<file path="src/rtl/core/rvm_multiplier.sv">
// 64 x 64 low-half multiplier built from one 32 x 32 unit in steps LL, LH and HL.
`timescale 1ns / 1ps
`default_nettype none
module rvm_multiplier (
   input  wire logic        clock,
   input  wire logic        reset,
   input  wire logic        start,
   input  wire logic [63:0] a,
   input  wire logic [63:0] b,
   output logic             done,
   output logic [63:0]      product
);
   localparam logic [1:0] STEP_LL = 2'd0;
   localparam logic [1:0] STEP_LH = 2'd1;
   localparam logic [1:0] STEP_HL = 2'd2;

   logic        busy_ff, done_ff;
   logic [1:0]  step_ff;
   logic [63:0] a_ff, b_ff, acc_ff;
   logic [31:0] op_x, op_y;
   logic [63:0] pp, term;

   // Select one partial product per step
   always_comb begin
      op_x = (step_ff == STEP_HL) ? a_ff[63:32] : a_ff[31:0];
      op_y = (step_ff == STEP_LH) ? b_ff[63:32] : b_ff[31:0];
      pp   = 64'(op_x) * 64'(op_y);
      term = (step_ff == STEP_LL) ? pp : {pp[31:0], 32'd0};
   end

   // Accumulate partial products
   always_ff @(posedge clock) begin
      if (reset) begin
         busy_ff <= 1'b0;
         done_ff <= 1'b0;
         step_ff <= STEP_LL;
      end else begin
         done_ff <= 1'b0;
         if (start) begin
            busy_ff <= 1'b1;
            step_ff <= STEP_LL;
            a_ff    <= a;
            b_ff    <= b;
            acc_ff  <= '0;
         end else if (busy_ff) begin
            acc_ff  <= acc_ff + term;
            step_ff <= step_ff + 2'd1;
            if (step_ff == STEP_HL) begin
               busy_ff <= 1'b0;
               done_ff <= 1'b1;
            end
         end
      end
   end

   assign done    = done_ff;
   assign product = acc_ff;
endmodule
`default_nettype wire

</file>
<file path="config.mk">
export PLATFORM = sky130hd
export DESIGN_NAME = rvm_multiplier
export DESIGN_NICKNAME = d
export VERILOG_FILES = /design/src/rtl/core/rvm_multiplier.sv
export SDC_FILE = /design/constraint.sdc
export NUM_CORES = 2
export LEC_CHECK = 0
export ABC_AREA = 1
export BUFFER_PORTS_ARGS = -buffer_cell sky130_fd_sc_hd__buf_2
export CORE_MARGIN = 2
export CORE_UTILIZATION = 35
export CTS_CLUSTER_SIZE = 14
export DETAILED_ROUTE_END_ITERATION = 10
export PLACE_DENSITY = 0.48
export SYNTH_ARGS = -nofsm -noshare
export SYNTH_HDL_FRONTEND = slang
export SYNTH_SLANG_ARGS = --single-unit
</file>
<file path="constraint.sdc">
create_clock -name clock -period 19.4 [get_ports clock]
set_input_delay 3.88 -clock clock [delete_from_list [all_inputs] [get_ports clock]]
set_output_delay 3.88 -clock clock [all_outputs]
set_load 0.005 [all_outputs]
</file>
Word level (Yosys, flattened, before mapping)
Cells that the tools add are included.
Storage, ports and cells
  output and inout bits: 65
  flip-flop bits (word level): 196
  bits of input ports: 131
Cells by class
  multipliers: 1
  reductions and logical operators: 6
  $add $sub $neg: 2
  equal/unequal tests: 2
  bitwise logic cells: 2
  multiplexer cells: 8
Operator list (number)
  $mux W64: 2
  $add A64 B64 Y64: 1
  $mul A32 B32 Y64: 1
  $mux W32: 2
  $mux W1: 4
  $reduce_and A2 Y1: 2
  $reduce_or A3 Y1: 1
  $add A2 B1 Y2 const B: 1
  $eq A2 B1 Y1 const B: 1
  $eq A2 B2 Y1 const B: 1
  $logic_not A2 Y1: 1
  $not A1 Y1: 2
  $reduce_bool A2 Y1: 1
  $reduce_or A2 Y1: 1

Depth between registers and ports, before layout
  depth after elaboration: 6
  depth in mapped cells: 50
  mapped depth without buffers: 46

Worst setup path after synthesis
OpenSTA, ideal clock, no wires.
  path type: input -> register
  start point: in start
  end point: reg a_ff[0] (enable)
  path slack: 9.036 ns
  data required time: 18.784 ns
  arrival: 9.748 ns
  setup time: 0.616 ns
  stages on the path: 4
  buffers on the path: 2
  cell sequence: clkbuf_1 inv_1 buf_2 nor2_1
On the way
  longest elaborated chain between the ends: 1
RTL lines
  start, declared: line 7  | input wire logic start,
  $reduce_and A2 Y1 (no source line)
  end signal, assigned: line 42  | a_ff <= a;
  end, declared: line 19  | logic [63:0] a_ff, b_ff, acc_ff;
No other way between the ends.
A chain may end at the register's enable or synchronous reset.

Worst setup path in the final report
  start point: reg step_ff[0]
  end point: reg acc_ff[62] (netlist: product[62]), data pin
On the way
  longest elaborated chain between the ends: 6
RTL lines
  start, declared: line 18  | logic [1:0] step_ff;
  start signal, assigned: line 47  | step_ff <= step_ff + 2'd1;
  $eq A2 B2 Y1 / $eq A2 B1 Y1 (equally long branches): line 25, 26
  $mux W32, on equally long branches: line 25, 26
  $mul A32 B32 Y64: line 27  | pp = 64'(op_x) * 64'(op_y);
  $mux W64 *: line 28  | term = (step_ff == STEP_LL) ? pp : {pp[31:0], 32'd0};
  $add A64 B64 Y64 *: line 46  | acc_ff <= acc_ff + term;
  $mux W64 *: line 45  | end else if (busy_ff) begin
  end signal, assigned: line 46
  end, declared: line 19
Mark *: on every way between the ends. The rest lies on a longest branch, timed or not. The select of a mux whose other input is x is not followed.

==> impl_metrics.json <==
{
  "finalClockSkew_ns": 0.0228,
  "placed_cells": 7169,
  "cts_tree": "yes",
  "hold_class": "flip-flop to flip-flop",
  "antenna_left": 0,
  "cp_top_family": "adder cells",
  "r2r_cells": 41,
  "grt-ovfl-total": 0,
  "crit_slowest_cell": "ha_2",
  "row_count": 130,
  "cts-htree-levels": 4,
  "crit_required_ns": 19.69,
  "die_area_sq_um": 130000,
  "fin_crit_sh": 0.636,
  "ys_ff_latch": 196,
  "avgViaCountPerCell": 5.04,
  "critical_path.most_common_cell": "fa_1",
  "fillCellCount": 13100,
  "max_slew_margin": 0.0747,
  "worstSetupPathType": "flip-flop to flip-flop",
  "fp.dieH_microns": 361,
  "synth.distinct_cells": 50,
  "io_buffers": 195,
  "start_util": 0.354,
  "wl_per_cell_microns": 22.3,
  "chipWidth_microns": 361,
  "clkSinkCount": 196,
  "async_flop_share": 0,
  "place_congestion": 0.924,
  "hold_violations": 0,
  "grt_pass1_vias": 38000,
  "rsz0062_at_grt": "false",
  "drtIter0Drc": 2675,
  "start_kind": "flip-flop",
  "drive_gt1_frac": 0.0778,
  "worstSkewPairLatency_ns": 0.53,
  "tns_ns": 0,
  "regArea_sq_um": 5850,
  "dp_hpwl_microns": 135000,
  "cts_buffer_depth": 2,
  "synth_largest_area_cell": "fa_1",
  "grt_pass1_wl_microns": 245000,
  "cts-buffers-inserted": 17,
  "min_from": "step_ff[0]",
  "first_pass_iters": 5,
  "worst_pin_slew_ns": 1.39,
  "core_area_sq_um": 126000,
  "cts_resized": 0,
  "post-route-min-period_ns": 12.35,
  "multi_input_area_sq_um": 33400,
  "setup_viol": 0,
  "syn_nets": 6756,
  "finalNonFillerCells": 7202,
  "grt_antenna_before_repair": 0,
  "ys_seq_area_frac": 0.131,
  "timing.hold.ws_ns": 0.490,
  "io_pins": 196,
  "cp-end-kind": "flip-flop",
  "hold_buffers": 0,
  "vias": 36300,
  "status": "complete, no violations",
  "finalWirelength_microns": 160000,
  "cts.clk_slew.worst_paths_ns": 0.09,
  "maxSlewViolCount": 0,
  "yosys-top-cells-area": "fa_1 40%, edfxtp_1 13%, inv_1 10%",
  "r2r-start": "step_ff[0]",
  "grt_max_degree": 67,
  "root_buffer": "clkbuf_16",
  "cp_max_fo": 38,
  "synth.avg_cell_area_sq_um": 8.26,
  "worst_ep_arrival_time_ns": 12.64,
  "max_stage_delay_ns": 0.84,
  "cp_num_buf_inv": 9,
  "cp-startpoint": "step_ff[0]",
  "fin_nets": 6897,
  "synth_top_area_share": 0.403,
  "drcViolationCount": 0,
  "cap_viol_max_count": 0,
  "track_usage": 0.252,
  "synth_edf_count": 192,
  "fmax_ghz": 0.0810,
  "crit_cells": 41,
  "yosys_warnings": 0,
  "worstHoldPathCells": 2,
  "synthCells": 5397,
  "synth_ff_type": "edfxtp_1",
  "area_delta_synth_final_pct": 8.51,
  "postCtsSetupBuffers": 0,
  "synthesis.area_sq_um": 44600
}
-- cell usage after synthesis (all sizes together) (2+ instances only) --
cell     count
xnor2       19
and2         3
or2         20
a21oi      212
nor4         7
a21boi       8
nand2      938
and3         7
o21ai      221
a21o        24
xor2        22
clkbuf     156
a211oi       2
o21bai      21
nand3      103
nor3        28
o21a        15
nand4        9
o2111ai      4
ha         331
fa         897
buf         25
edfxtp     192
o211ai       9
clkinv      19
nand3b       6
dfxtp        4
inv       1226
a31oi       33
nor2       833
-- final cells by class --
class                      count  area share
clock inverter                14     0.00331
inverter                    1245      0.0966
multi-input combinational   3775       0.691
timing repair buffer         303      0.0369
tap                         1650      0.0427
antenna                        1   0.0000517
sequential                   196       0.121
clock buffer                  18     0.00887
-- final timing paths --
| check | end | slack, ns |
|---|---|---|
| max | product[62] | 7.05 |
| min | step_ff[0] | 0.49 |
| max reg2reg | product[62] | 7.05 |
| min reg2reg | step_ff[0] | 0.49 |
-- through the flow --
step	worst slack, ns	util	instance area (sq um)
5_1_grt	6.46	0.384	48400
3_5_place_dp	7.01	0.379	47800
2_1_floorplan	9.04	-	44600
4_1_cts	6.98	0.384	48400
6_report	7.05	0.384	48400
3_3_place_gp	7.03	0.379	47800
-- kinds of logic (layout without fill, tap and decap cells) --
kind of cell / Yosys count / in the layout / synth area share
flops: 196 / 196 / 0.131
compound gates: 552 / 552 / 0.0707
xor+xnor: 41 / 41 / 0.00805
buf+inv: 1426 / 1580 / 0.121
other cells: 0 / 1 / 0
simple gates: 1954 / 1954 / 0.174
fa+ha+maj: 1228 / 1228 / 0.496
-- sequential cells by signal (all words and copies together), names as in the netlist --
| register | count |
|---|---|
| a_ff | 64 |
| b_ff | 64 |
| busy_ff | 1 |
| step_ff | 2 |
| product | 64 |
| done | 1 |
-- worst register-to-register path, delay by kind of cell, from the launching register on --
family / cells / cell delay, ns
adder cells (fa/ha/maj): 11 / 5.74
buffers and inverters: 9 / 1.80
flip-flops: 1 / 0.33
AND/OR/NAND/NOR: 11 / 1.21
AO/OA/AOI/OAI: 10 / 3.04
-- routing by layer --
| metal | track usage | vias up | share of wire | wire length (microns) |
|---|---|---|---|---|
| met3 | 0.0366 | 140 | 0.064 | 10200 |
| li1 | - | 16500 | - | - |
| met1 | 0.366 | 18500 | 0.46 | 73700 |
| met2 | 0.396 | 1161 | 0.45 | 72600 |
| met4 | 0.0620 | 0 | 0.023 | 3760 |
| met5 | 0 | - | 0 | 0 |
-- cells in the final DEF (no fill, tap or decap), types with 16 or more instances in the layout --
cell type / instances
inv_1: 1219
nand2_1: 922
fa_1: 897
nor2_1: 822
ha_1: 328
a21oi_1: 206
buf_2: 195
edfxtp_1: 192
o21ai_0: 149
buf_4: 108
nand3_1: 100
o21ai_1: 40
a31oi_1: 33
o21ai_2: 32
nor3_1: 27
a21o_1: 24
xor2_1: 22
o21bai_1: 20
clkinv_1: 19
xnor2_1: 19
clkbuf_16: 17
nand2_2: 16
Power is not shown: default switching activity piles up to over one toggle a cycle in this logic, so the estimate is an artifact.
