`config.mk`:
```
export PLATFORM = sky130hd
export DESIGN_NAME = rvm_divider
export DESIGN_NICKNAME = d
export VERILOG_FILES = /design/src/rtl/core/rvm_divider.sv
export SDC_FILE = /design/constraint.sdc
export NUM_CORES = 1
export LEC_CHECK = 0
export ABC_AREA = 1
export BUFFER_PORTS_ARGS = -buffer_cell sky130_fd_sc_hd__clkbuf_2
export CELL_PAD_IN_SITES_DETAIL_PLACEMENT = 1
export CELL_PAD_IN_SITES_GLOBAL_PLACEMENT = 2
export CORE_MARGIN = 2
export CORE_UTILIZATION = 28
export CTS_CLUSTER_SIZE = 14
export DETAILED_ROUTE_END_ITERATION = 12
export PLACE_DENSITY = 0.8
export SYNTH_ARGS = -nofsm -noshare
export SYNTH_HDL_FRONTEND = slang
export SYNTH_SLANG_ARGS = --single-unit
```
`constraint.sdc`:
```
create_clock -name clock -period 6.3 [get_ports clock]
set_input_delay 0.315 -clock clock [delete_from_list [all_inputs] [get_ports clock]]
set_output_delay 0.315 -clock clock [all_outputs]
set_load 0.02 [all_outputs]
```
`src/rtl/core/rvm_divider.sv`:
```
// Unsigned 64-bit restoring divider, one quotient bit per cycle.
`timescale 1ns / 1ps
`default_nettype none
module rvm_divider (
   input  wire logic        clock,
   input  wire logic        reset,
   input  wire logic        start,
   input  wire logic [63:0] dividend,
   input  wire logic [63:0] divisor,
   output logic             done,
   output logic [63:0]      quotient,
   output logic [63:0]      remainder
);
   logic        busy_ff, done_ff;
   logic [5:0]  cnt_ff;
   logic [63:0] rem_ff, quo_ff, dvs_ff;
   logic [64:0] shifted, diff;

   // Trial subtract of the shifted partial remainder
   always_comb begin
      shifted = {rem_ff, quo_ff[63]};
      diff    = shifted - {1'b0, dvs_ff};
   end

   always_ff @(posedge clock) begin
      if (reset) begin
         busy_ff <= 1'b0;
         done_ff <= 1'b0;
         cnt_ff  <= '0;
      end else begin
         done_ff <= 1'b0;
         if (start) begin
            busy_ff <= 1'b1;
            cnt_ff  <= '0;
            rem_ff  <= '0;
            quo_ff  <= dividend;
            dvs_ff  <= divisor;
         end else if (busy_ff) begin
            // Keep the difference when it did not go negative
            if (!diff[64]) begin
               rem_ff <= diff[63:0];
            end else begin
               rem_ff <= shifted[63:0];
            end
            quo_ff <= {quo_ff[62:0], ~diff[64]};
            cnt_ff <= cnt_ff + 6'd1;
            if (cnt_ff == 6'd63) begin
               busy_ff <= 1'b0;
               done_ff <= 1'b1;
            end
         end
      end
   end

   assign done      = done_ff;
   assign quotient  = quo_ff;
   assign remainder = rem_ff;
endmodule
`default_nettype wire

```
## Yosys cells after proc, flatten, opt, wreduce, memory -nomap -nowiden

Index checks and enable logic that the tools add are counted.
Widths: inputs -> output; s select.

| storage, ports and cells | value |
|---|---|
| flip-flop bits (word level) | 200 |
| input bits | 131 |

| cells by class | value |
|---|---|
| add/subtract/negate cells | 2 |
| equality and inequality tests | 1 |
| reduce and logical (&&, ||, !) cells | 5 |
| muxes and demuxes | 8 |
| bitwise gates (word level) | 3 |

Operator list:

| operator | number |
|---|---|
| $mux 64 | 4 |
| $sub 65x64->65 | 1 |
| $add 6x1->6 const B | 1 |
| $eq 6x6->1 const B | 1 |
| $mux 1 | 4 |
| $reduce_and 2->1 | 2 |
| $not 1->1 | 3 |
| $reduce_or 3->1 | 1 |
| $reduce_bool 2->1 | 1 |
| $reduce_or 2->1 | 1 |

## Depth between registers and ports, before layout

| logic depth | value |
|---|---|
| depth after elaboration | 4 |
| mapped depth | 21 |
| depth with buffers taken out | 19 |

## Least setup slack after synthesis

Ideal clock, no wire load.

| timing | value |
|---|---|
| kind | input to register |
| start point | in start |
| end point | reg quo_ff[0], in the netlist quotient[0], enable pin |
| setup slack | -0.287 ns |
| data arrival time | 5.970 ns |
| cell stages on the path | 3 |
| cells stage by stage | clkbuf_1 > nor2_1 > nor2_1 |

| on the way | value |
|---|---|
| word-level cells in the longest chain between the ends | 2 |

RTL lines:

| item | line | RTL |
|---|---|---|
| start: declaration | 7 | `input wire logic start,` |
| $reduce_bool 2->1 (no line) | n/a |  |
| $reduce_and 2->1 (no line) | n/a |  |
| end signal: assignment | 36 | `quo_ff <= dividend;` |
| end signal: assignment | 45 | `quo_ff <= {quo_ff[62:0], ~diff[64]};` |
| end: declaration | 16 | `logic [63:0] rem_ff, quo_ff, dvs_ff;` |

Every way passes these cells.
A chain may end at the register's enable or synchronous reset.

## Final worst setup path

| timing | value |
|---|---|
| start point | reg quo_ff[63], in the netlist quotient[63] |
| end point | reg rem_ff[54], in the netlist remainder[54], data pin |

| on the way | value |
|---|---|
| word-level cells in the longest chain between the ends | 3 |

RTL lines:

| item | line | RTL |
|---|---|---|
| $sub 65x64->65 | 22 | `diff = shifted - {1'b0, dvs_ff};` |
| $mux 64 | 40 | `if (!diff[64]) begin` |
| $mux 64 | 38 | `end else if (busy_ff) begin` |
| end signal: assignment | 41 | `rem_ff <= diff[63:0];` |
| end signal: assignment | 43 | `rem_ff <= shifted[63:0];` |
| end: declaration | 16 |  |

Every way passes these cells. The select of a mux whose other input is x is not followed.

==> Flow_metrics.wiki <==
{| class="wikitable"
! Metric !! Value
|-
| CTS Buffer Depth || 2
|-
| Via count of the first global-routing pass || 14,738
|-
| Htree depth || 4
|-
| Initial core utilization || 0.283
|-
| Combinational power share || 0.360
|-
| Root Buffer Master || clkbuf_16
|-
| Routed via count || 13,918
|-
| First drt pass iteration count || 4
|-
| Total gr overflow || 0
|-
| Die Footprint || 0.0538 sq mm
|-
| Synth Area per Inst || 6.86 sq um
|-
| DRC violations left || 0
|-
| Final worst-path cycle share || 0.569
|-
| Total Routed Length || 53.9 mm
|-
| Count of nets after finishing || 2,634
|-
| Sw Share || 0.411
|-
| Max-slew headroom || 0.333
|-
| DR vias/cell || 4.45
|-
| Synth Net Count || 2,321
|-
| Hold Crit Depth || 1
|-
| Hold Crit Class || in2reg
|-
| Critical path fanouts, max || 42
|-
| Class of the most critical setup path || reg2reg
|-
| Post-synth ARST share || 0
|-
| Post-Syn Area || 0.0146 sq mm
|-
| Largest clock skew in the final design || 0.0208 ns
|-
| Cell leakage power || 0.00952 uW
|-
| Clock transition time at the flip-flop clock pins of the worst setup and hold paths || 0.09 ns
|-
| Sequential share of power || 0.372
|-
| Number of antenna violations at the first check in global routing || 0
|-
| Count of unique library cells instantiated by Yosys || 37
|-
| Crit start category || flip-flop
|-
| Worst Path Required || 6.56 ns
|-
| Measured slew at the worst slew-check pin || 0.999 ns
|-
| Ranking of synthesized cells by instance count || nand2_1 (923), inv_1 (414), edfxtp_1 (192)
|-
| Post-synth EDFFs || 192
|-
| PortBufs || 259
|-
| Setup violators final || 0
|-
| Count of final hold-check violations || 0
|-
| Post-Layout Cell Count || 3,131
|-
| FF-to-FF path depth || 20
|-
| Fraction of power consumed by the clock network || 0.268
|-
| Share of synthesized area occupied by flip-flops and latches || 0.407
|-
| Num rows || 83
|-
| Gate Count Post-Synth || 2,124
|-
| Final slew viol count || 0
|-
| Dpl hpwl || 44.0 mm
|-
| Final setup TNS || 0 ns
|-
| Cell type with the largest total area after synthesis || edfxtp_1
|-
| Layout area overhead || 22.2%
|-
| Total instance count after detailed placement || 3,035
|-
| Switching Power || 1850 uW
|-
| Source-to-sink clock delay at the later pin of the worst-skew pair || 0.51 ns
|-
| Pin count of the biggest net entering global routing || 68
|-
| Top cells by area in the synthesized netlist || edfxtp_1 (40%), nand2_1 (24%), inv_1 (11%), ha_1 (5.6%), nor2_1 (4.9%)
|-
| Clock buffer count from CTS || 17
|-
| Maximum clock frequency || 279 MHz
|-
| Internal || 2660 uW
|-
| Worst setup EP type || flip-flop
|-
| Flip-flop cell with the highest count after synthesis || edfxtp_1
|-
| Cell with the most instances after synthesis || nand2_1
|-
| Chip width || 232 um
|-
| Total number of clock tree sinks || 200
|-
| Clock tree from TritonCTS || yes
|-
| Residual antenna-violating net count after detailed routing || 0
|-
| First-pass GRT wire length || 84.2 mm
|-
| Minimum clock period after layout || 3.59 ns
|-
| Power density over the cells || 254 mW/mm^2
|-
| Proportion of layout cells with a drive suffix above 1 || 0.156
|-
| Synth top area share || 0.396
|-
| RD Place Congestion || 0.931
|-
| Number of max-capacitance violations reported || 0
|-
| Number of synthesis warnings || 0
|-
| Count of cells resized by post-cts repair || 0
|-
| Post-synthesis register bit count || 200
|-
| Violation count after the first detailed-route iteration || 619
|-
| Arrival time at the worst endpoint || 3.85 ns
|-
| Die Y-Extent || 232 um
|-
| Worst supply voltage drop on vdd || 0.203 mV
|-
| Number of primary I/O pins || 260
|-
| Avg WL per Cell || 17.2 um
|-
| Run status || finished clean
|-
| Setup repair after global routing missed its margin || false
|-
| Global Route Usage Sum || 0.207
|-
| Core region area || 0.0514 sq mm
|}
-- layout by cell type (no fill, tap or decap), types with 40 or more instances in the layout --
master / Yosys / routed
nor2_1: 190 / 188
ha_1: 65 / 65
dlygate4sd3_1: 0 / 63
edfxtp_1: 192 / 192
nand3_1: 58 / 58
a21oi_1: 53 / 53
inv_1: 414 / 413
nor2_2: 40 / 40
clkbuf_2: 0 / 259
nand2_1: 923 / 923
-- critical path: stages (launching register included) --
cell      delay [ns]
edfxtp_1        0.41
inv_1           0.06
ha_1            0.22
fa_1            0.41
inv_1           0.11
nand2_1         0.06
nand2_1         0.07
nand3_1         0.08
nand2_2         0.12
nand2_1         0.07
nand2_2         0.11
nand2_1         0.07
nand2_2         0.17
nand2_4         0.10
nand2_4         0.07
nand2_1         0.06
nand2_2         0.29
buf_4           0.52
nand2_1         0.14
nand2_1         0.09
nor2_1          0.05
-- metal layers --
metal	track usage	wire, um	share of wire
met1	0.264	24800	0.46
met2	0.347	25000	0.46
met3	0.0475	2890	0.054
met4	0.0639	1110	0.021
met5	0	0	0
-- area by class of cell --
cell class              count  area, sq um
fillers                  6574        33600
multi-input cells        1464         6830
flip-flops and latches    200         5930
repair buffers            328         1970
inverters                 426         1600
well taps                 680          851
clock buffers              17          425
clock inverters            15          186
diodes                      1         2.50
-- power groups by stage --
stage | clock, uW | combinational, uW | sequential (uW)
after detailed placement | 0 | 1610 | 1710
after floorplan | 0 | 1010 | 1790
final | 1210 | 1620 | 1680
after CTS | 1250 | 1650 | 1680
after global placement | 0 | 1590 | 1710
after global routing | 1280 | 1840 | 1700
-- worst paths after layout --
path	startpoint	to	slack, ns
worst max register to register	quotient[63]	remainder[54]	2.71
worst max-delay path	quotient[63]	remainder[54]	2.71
worst min register to register	cnt_ff[5]	done	0.50
worst min-delay path	divisor[38]	dvs_ff[38]	0.03
-- cells by family after synthesis --
logic type      count (synthesis)  share of synthesized area
compound gates                 71                     0.0261
xor+xnor                       35                     0.0210
fa+ha+maj                      66                     0.0572
buf+inv                       460                      0.125
flops                         200                      0.407
simple gates                 1292                      0.363
-- timing repair --
action	4_1_cts	5_1_grt
hold buffers	63	0
endpoints found under the hold margin	63	0
buffers inserted	0	0
-- per-stage QoR --
step	setup slack, ns	area (sq um)	hold WS [ns]	utilization	total power [uW]
global route	2.40	17800	0.00404	0.346	4820
global placement	2.87	16500	0.473	0.322	3290
CTS	2.68	17800	0.00278	0.346	4580
finish	2.71	17800	0.0288	0.346	4510
floorplan	1.87	14600	0.394	-	2800
detailed placement	2.70	16500	0.489	0.322	3320
-- flip-flops by register name, indices dropped and copies added (netlist names) --
signal	flops
dvs_ff	64
quotient	64
remainder	64
cnt_ff	6
busy_ff	1
done	1
(Power assumes the default switching activity.)
